File: src/rtl/core/fts_pkg.sv
// ----------------------------------------------------------------------------
// fts_pkg
// Shared widths, register indexes, reset values and the command and status
// bundles passed between the frame timestamp smoother controller and datapath.
// ----------------------------------------------------------------------------
package fts_pkg;

	localparam int TIME_W     = 63;
	localparam int COUNT_W    = 32;
	localparam int CFG_IDX_W  = 3;
	localparam int CFG_DATA_W = 32;
	localparam int GAIN_W     = 16;

	localparam logic [31:0] RST_INITIAL_PERIOD   = 32'd141733920;
	localparam logic [15:0] RST_PERIOD_GAIN      = 16'd655;
	localparam logic [31:0] RST_RESET_WINDOW     = 32'd858993459;
	localparam logic [15:0] RST_CORRECTION_GAIN  = 16'd6554;
	localparam logic [31:0] RST_CORRECTION_LIMIT = 32'd4294967;

	typedef enum logic [CFG_IDX_W-1:0] {
		CFG_INITIAL_PERIOD   = 3'd0,
		CFG_PERIOD_GAIN      = 3'd1,
		CFG_RESET_WINDOW     = 3'd2,
		CFG_CORRECTION_GAIN  = 3'd3,
		CFG_CORRECTION_LIMIT = 3'd4
	} cfg_idx_t;

	// second multiplier operand
	typedef enum logic [1:0] {
		MSEL_PGAIN = 2'd0,
		MSEL_DC    = 2'd1,
		MSEL_CGAIN = 2'd2
	} msel_t;

	typedef struct packed {
		logic  load;     // latch request, start divider
		logic  err;      // period error against estimate
		logic  mul_lo;   // low-half partial product
		logic  mul_hi;   // high-half partial product
		logic  mul_sum;  // combine partial products
		msel_t msel;
		logic  est;      // estimate update, load |next_period|
		logic  adv;      // advance clock
		logic  drift;    // drift and snap test
		logic  corr;     // clamped correction into next period
		logic  commit;   // update state, load output register
	} cmd_t;

	typedef struct packed {
		logic div_done;
	} status_t;

endpackage

File: src/rtl/core/fts_ctrl.sv
// ----------------------------------------------------------------------------
// fts_ctrl
// Sequencer of the frame timestamp smoother: accepts a request, runs the
// divide, the three two-pass products and the updates, then commits.
// ----------------------------------------------------------------------------
module fts_ctrl (
	input  logic             clk,
	input  logic             arst_n,
	input  logic             sample_valid,
	output logic             sample_ready,
	output logic             result_valid,
	input  logic             result_ready,
	input  fts_pkg::status_t status,
	output fts_pkg::cmd_t    cmd
);
	import fts_pkg::*;

	typedef enum logic [16:0] {
		S_IDLE  = 17'b00000000000000001,
		S_DIV   = 17'b00000000000000010,
		S_ERR   = 17'b00000000000000100,
		S_GL    = 17'b00000000000001000,
		S_GH    = 17'b00000000000010000,
		S_GS    = 17'b00000000000100000,
		S_EST   = 17'b00000000001000000,
		S_AL    = 17'b00000000010000000,
		S_AH    = 17'b00000000100000000,
		S_AS    = 17'b00000001000000000,
		S_ADV   = 17'b00000010000000000,
		S_DRIFT = 17'b00000100000000000,
		S_CL    = 17'b00001000000000000,
		S_CH    = 17'b00010000000000000,
		S_CS    = 17'b00100000000000000,
		S_CORR  = 17'b01000000000000000,
		S_WB    = 17'b10000000000000000
	} state_t;

	state_t state_q;
	state_t state_nxt;
	logic   out_valid_q;
	logic   slot_free;

	assign slot_free    = !out_valid_q || result_ready;
	assign sample_ready = (state_q == S_IDLE);
	assign result_valid = out_valid_q;

	always_comb begin
		state_nxt = state_q;
		cmd       = '0;
		cmd.msel  = MSEL_PGAIN;
		case (state_q)
			S_IDLE: begin
				if (sample_valid) begin
					cmd.load  = 1'b1;
					state_nxt = S_DIV;
				end
			end
			S_DIV:   if (status.div_done) state_nxt = S_ERR;
			S_ERR: begin
				cmd.err   = 1'b1;
				state_nxt = S_GL;
			end
			S_GL: begin
				cmd.mul_lo = 1'b1;
				state_nxt  = S_GH;
			end
			S_GH: begin
				cmd.mul_hi = 1'b1;
				state_nxt  = S_GS;
			end
			S_GS: begin
				cmd.mul_sum = 1'b1;
				state_nxt   = S_EST;
			end
			S_EST: begin
				cmd.est   = 1'b1;
				state_nxt = S_AL;
			end
			S_AL: begin
				cmd.msel   = MSEL_DC;
				cmd.mul_lo = 1'b1;
				state_nxt  = S_AH;
			end
			S_AH: begin
				cmd.msel   = MSEL_DC;
				cmd.mul_hi = 1'b1;
				state_nxt  = S_AS;
			end
			S_AS: begin
				cmd.mul_sum = 1'b1;
				state_nxt   = S_ADV;
			end
			S_ADV: begin
				cmd.adv   = 1'b1;
				state_nxt = S_DRIFT;
			end
			S_DRIFT: begin
				cmd.drift = 1'b1;
				state_nxt = S_CL;
			end
			// correction product is computed on a snap too, then discarded
			S_CL: begin
				cmd.msel   = MSEL_CGAIN;
				cmd.mul_lo = 1'b1;
				state_nxt  = S_CH;
			end
			S_CH: begin
				cmd.msel   = MSEL_CGAIN;
				cmd.mul_hi = 1'b1;
				state_nxt  = S_CS;
			end
			S_CS: begin
				cmd.mul_sum = 1'b1;
				state_nxt   = S_CORR;
			end
			S_CORR: begin
				cmd.corr  = 1'b1;
				state_nxt = S_WB;
			end
			S_WB: begin
				if (slot_free) begin
					cmd.commit = 1'b1;
					state_nxt  = S_IDLE;
				end
			end
			default: state_nxt = S_IDLE;
		endcase
	end

	always_ff @(posedge clk or negedge arst_n) begin
		if (!arst_n) begin
			state_q     <= S_IDLE;
			out_valid_q <= 1'b0;
		end else begin
			state_q <= state_nxt;
			if (cmd.commit) out_valid_q <= 1'b1;
			else if (result_ready) out_valid_q <= 1'b0;
		end
	end

endmodule
File: config.mk
export PLATFORM = sky130hd
export DESIGN_NAME = fts_ctrl
export DESIGN_NICKNAME = d
export VERILOG_FILES = /design/src/rtl/core/fts_pkg.sv /design/src/rtl/core/fts_ctrl.sv
export SDC_FILE = /design/constraint.sdc
export NUM_CORES = 1
export LEC_CHECK = 0
export BUFFER_PORTS_ARGS = -buffer_cell sky130_fd_sc_hd__buf_4
export CELL_PAD_IN_SITES_DETAIL_PLACEMENT = 0
export CELL_PAD_IN_SITES_GLOBAL_PLACEMENT = 1
export CORE_MARGIN = 2
export CORE_UTILIZATION = 43
export DETAILED_ROUTE_END_ITERATION = 6
export GPL_ROUTABILITY_DRIVEN = 0
export HOLD_SLACK_MARGIN = 0.05
export PLACE_DENSITY = 0.81
export SLEW_MARGIN = 20
export SYNTH_ARGS = -nofsm -noshare
export SYNTH_HDL_FRONTEND = slang
export SYNTH_SLANG_ARGS = --single-unit
File: constraint.sdc
create_clock -name clk -period 4.3 [get_ports clk]
set_input_delay 0.215 -clock clk [delete_from_list [all_inputs] [get_ports clk]]
set_output_delay 0.215 -clock clk [all_outputs]
set_load 0.02 [all_outputs]
# == After elaboration in Yosys (flattened, before gate mapping) ==
# Cells that the tools add are included.
# word_totals
ff_bits,18
input_bits,5
output_inout_bits,14
word_cells,50
# op_classes
n_eq_ne,20
n_mux,19
n_reduce_logical,9
# ops
operator,count
case mux 17 bit (17 select lines),1
two-way mux 17 bit,3
== test 17 x 1 -> 1 bit (second input constant),1
== test 17 x 10 -> 1 bit (second input constant),1
== test 17 x 11 -> 1 bit (second input constant),1
== test 17 x 12 -> 1 bit (second input constant),1
== test 17 x 13 -> 1 bit (second input constant),1
== test 17 x 14 -> 1 bit (second input constant),1
== test 17 x 15 -> 1 bit (second input constant),1
== test 17 x 16 -> 1 bit (second input constant),1
== test 17 bit (second input constant),1
== test 17 x 2 -> 1 bit (second input constant),1
== test 17 x 3 -> 1 bit (second input constant),1
== test 17 x 4 -> 1 bit (second input constant),1
== test 17 x 5 -> 1 bit (second input constant),1
== test 17 x 6 -> 1 bit (second input constant),1
== test 17 x 7 -> 1 bit (second input constant),1
== test 17 x 8 -> 1 bit (second input constant),1
== test 17 x 9 -> 1 bit (second input constant),1
two-way mux 1 bit,14
OR reduction 3 bit,3
inequality test 2 bit (second input constant),3
case mux 2 bit (2 select lines),1
OR reduction 2 bit,2
4 further kinds,4

# == Depth between registers and ports, before layout ==
# logic_depth
ltp_word,5
mapped_depth,6
mapped_depth_nobuf,5

# == Worst setup path before layout ==
# No wires, ideal clock.
# synth_timing
path_kind,register to register
startpoint,register state_q[8]
endpoint,register state_q[0]
setup_ps,82
t_arrival_ps,2531
required_ps,4218
setup_slack_ps,1687
stages_incl_launch_ff,7
path_buffers,1
synth_period_minus_slack_ps,2613
cell_sequence,dfrtp_1 -> or4_4 -> or3_1 -> buf_2 -> nor4b_1 -> nand3b_1 -> o31ai_1
# synth_via
elab_chain_cells,3
elab_cells_between_ends,22
classes_between,eq/ne (20); mux (1); reduce/logical (1)
# synth_lines
element,line_no,rtl
start: declaration,fts_ctrl.sv:38,state_t state_q;
start signal: assignment,fts_ctrl.sv:135,state_q <= state_nxt;
== test 17 bit (tied with other cells),fts_ctrl.sv:51,case (state_q)
inequality test 2 bit (no line),--,
AND reduction 3 bit (no line),--,
# Several ways; a longest one is shown, not always the timed one.
# A chain may end at the register's enable or synchronous reset.

==> Implementation_results.wiki <==
{| class="wikitable"
! Metric !! Value
|-
| Area taken by flip-flops and latches || 452 µm²
|-
| Number of fillers in the final layout || 196
|-
| Die X || 52.0 µm
|-
| TritonCTS Buffers || 3
|-
| Register bit total from synthesis || 18
|-
| Sequential share of the synthesized area || 45.6%
|-
| Deepest level of the CTS H-tree || 1
|-
| Number of placement rows || 17
|-
| Data arrival time of the worst path || 2.61 ns
|-
| Crit path capture || cmd[9]
|-
| Clock transition at path regs || 0.11 ns
|-
| Capturing element type of the critical path || output pin
|-
| Antenna violations before repair || 0
|-
| Final-report max-slew violation count || 0
|-
| Effective utilization at floorplan || 45.2%
|-
| Most frequent cells in the layout || sky130_fd_sc_hd__buf_4, sky130_fd_sc_hd__dfrtp_1, sky130_fd_sc_hd__nor3_1
|-
| Setup repair after global routing missed its margin || false
|-
| Routed wire length || 2190 µm
|-
| Total Die Area || 2700 µm²
|-
| Fin cells || 154
|-
| Instance count after placement with tap cells included || 149
|-
| Vias per cell || 5.68
|-
| Utilization of the core after routing || 54.3%
|-
| Power density over the cells || 398 nW/µm²
|-
| Router iterations before antenna repair || 4
|-
| Final Hold Violating Endpoints || 0
|-
| Via count of the first global-routing pass || 861
|-
| Crit path launch || state_q[11]$_DFFE_PN0P_
|-
| First-pass GRT wire length || 3890 µm
|-
| Layout cells sized above 1 || 20.6%
|-
| Post-Synthesis Cell Area || 991 µm²
|-
| Average instance area after synthesis || 9.44 µm²
|-
| Number of cells traversed by the worst register-to-register path || 5
|-
| Worst flop-to-flop path endpoint || state_q[0]$_DFFE_PN1P_
|-
| Number of distinct standard cells referenced by the synthesized netlist || 34
|-
| Flop-to-flop setup slack || 1.97 ns
|-
| CTS tree || built
|-
| Antenna fix cells || 0
|-
| Max-cap violation count || 0
|-
| Result of the run || completed
|-
| Beginning of the worst register-to-register path || state_q[11]$_DFFE_PN0P_
|-
| Clock latency on the worst-skew pair || 0.31 ns
|-
| PostCTS Resize Cnt || 0
|-
| Buffers inserted by post-CTS timing repair || 0
|-
| Std-Cell Core Area || 2190 µm²
|-
| Remaining routing DRC violations || 0
|-
| Count of boundary I/O pins || 19
|-
| Number of buffers on the longest clock path || 2
|-
| Static leakage power || 0.000643 µW
|-
| Maximum fanout along the worst path || 8
|-
| Clock root buffer || sky130_fd_sc_hd__clkbuf_4
|-
| Post-layout nets || 132
|-
| Worst IR drop on VDD || 0.275 mV
|-
| # setup viols final || 0
|-
| Global routing usage summed across all routing layers || 20.0%
|-
| Post-DP HPWL || 1620 µm
|-
| Hold-fix buffer count after cts || 1
|-
| Via total after detailed routing || 874
|-
| Count of warnings emitted by yosys || 0
|-
| Synthesis-to-layout area growth || 19.9%
|-
| Largest net degree at the start of global routing || 19
|-
| Family of cells with the greatest summed delay on the critical path || simple AND/OR/NAND/NOR gates
|-
| Cell type contributing the most total cell area after synthesis || sky130_fd_sc_hd__dfrtp_1
|-
| Slowest cell on the critical path || sky130_fd_sc_hd__or4b_4
|-
| Crit path required time || 4.09 ns
|-
| Critical Path Max Stage Delay || 0.55 ns
|-
| Critical path launch point type || flip-flop
|-
| Category of the most critical setup path || flip-flop to output pin
|-
| Number of clock sinks || 18
|-
| TNS Setup || 0 ns
|-
| Die outline height || 52.0 µm
|-
| Area fraction of the dominant cell type after synthesis || 42.9%
|-
| Final worst clock skew || 0.00686 ns
|-
| Antenna-violating nets left || 0
|-
| Top cells by area in the synthesized netlist || sky130_fd_sc_hd__dfrtp_1, sky130_fd_sc_hd__nor3_1, sky130_fd_sc_hd__nand4b_1
|-
| Transition at the pin with the smallest max-transition slack || 0.658 ns
|-
| Iteration-0 DRC count of the detailed router || 17
|-
| Net Count, Synth || 110
|-
| Overflow after GRT || 0
|-
| Routed length per placed instance || 14.2 µm
|-
| Shortest clock period the worst path allows after layout || 2.83 ns
|-
| Mapped Cells || 105
|-
| Relative slew margins || 55.7%
|-
| Maximum clock frequency || 354 MHz
|-
| Class of the most critical hold timing path || primary input to flip-flop
|-
| CP bufs+invs || 1
|-
| Count of buffers inserted at the top-level ports || 18
|-
| Depth of the critical timing path with buffers and inverters included || 5
|-
| Leading cell type in the layout, fill and taps excluded || sky130_fd_sc_hd__buf_4
|-
| Final worst-path cycle share || 65.7%
|-
| Cell chain of the critical path || or4_4 -> or3_1 -> or4b_4 -> nand2_1 -> buf_4
|-
| Area of the multi-input gates || 504 µm²
|}
-- registers in the layout, summed over array words and instances, names as in the netlist --
name / count
state_q: 17
result_valid: 1
-- layer usage --
layer | vias to the layer above | share of wire [%] | global-route usage [%]
met3 | 4 | 5.7 | 6.03
met5 | - | 0 | 0
met2 | 24 | 45 | 31.6
li1 | 435 | - | -
met4 | 0 | 1.1 | 6.58
met1 | 411 | 48 | 26.1
-- how the worst min path moves through the flow --
stage,start,to,cells past startpoint,slack [ns]
after floorplan,arst_n,result_valid$_DFFE_PN0P_,0,-0.08
after global placement,arst_n,state_q[6]$_DFFE_PN0P_,1,0.1
after detailed placement,arst_n,state_q[6]$_DFFE_PN0P_,1,0.1
after CTS,status,state_q[2]$_DFFE_PN0P_,3,0.13
after global routing,status,state_q[2]$_DFFE_PN0P_,3,0.12
final,status,state_q[2]$_DFFE_PN0P_,3,0.13
-- where the power goes --
part | switching, µW | internal, µW | leakage [µW]
Clock | 54.9 | 36.2 | 0.0000150
Combinational | 104 | 71.6 | 0.000381
Sequential | 20.3 | 186 | 0.000247
-- final cells by class --
cell class                      count  area share [%]
Timing Repair Buffer               19            12.2
Multi-Input combinational cell     78            42.4
Tap cell                           28            2.95
Sequential cell                    18            38.0
Inverter                            7            2.21
Clock buffer                        4            2.21
-- through the flow --
stage / hold slack [ns] / instance area [µm²] / power [µW] / setup slack, ns
floorplan: -0.0806 / 991 / 332 / 1.69
global placement: 0.0955 / 1150 / 381 / 1.87
detailed placement: 0.0968 / 1150 / 382 / 1.82
CTS: 0.126 / 1190 / 474 / 1.48
global route: 0.119 / 1190 / 509 / 1.31
finish: 0.131 / 1190 / 473 / 1.47
-- logic make-up after synthesis --
family / synth area share [%]
AO/OA/AOI/OAI: 2.65
flip-flops: 45.6
buffers and inverters: 3.53
XOR/XNOR: 3.54
AND/OR/NAND/NOR: 44.7
-- cell usage after synthesis (all sizes together) --
cell    count
nand4b      4
xor2        3
nand3b      2
nor3        9
nor2        8
nand2       8
or2         3
or3         4
or4b        2
or4         4
nor4        4
or4bb       1
o31ai       1
and3        2
inv         7
clkbuf      1
buf         1
dfstp       1
and4b       3
nor2b       1
nor4b       2
dfrtp      17
nand3       2
nor3b       4
nand2b      2
nand4       4
a32oi       1
xnor2       1
o21ai       2
and2        1
-- tightest hold or removal path, stage by stage --
cell and delay, ns:
sky130_fd_sc_hd__buf_4 0.11, sky130_fd_sc_hd__inv_1 0.04, sky130_fd_sc_hd__nor3_1 0.04
(Power assumes the default switching activity.)
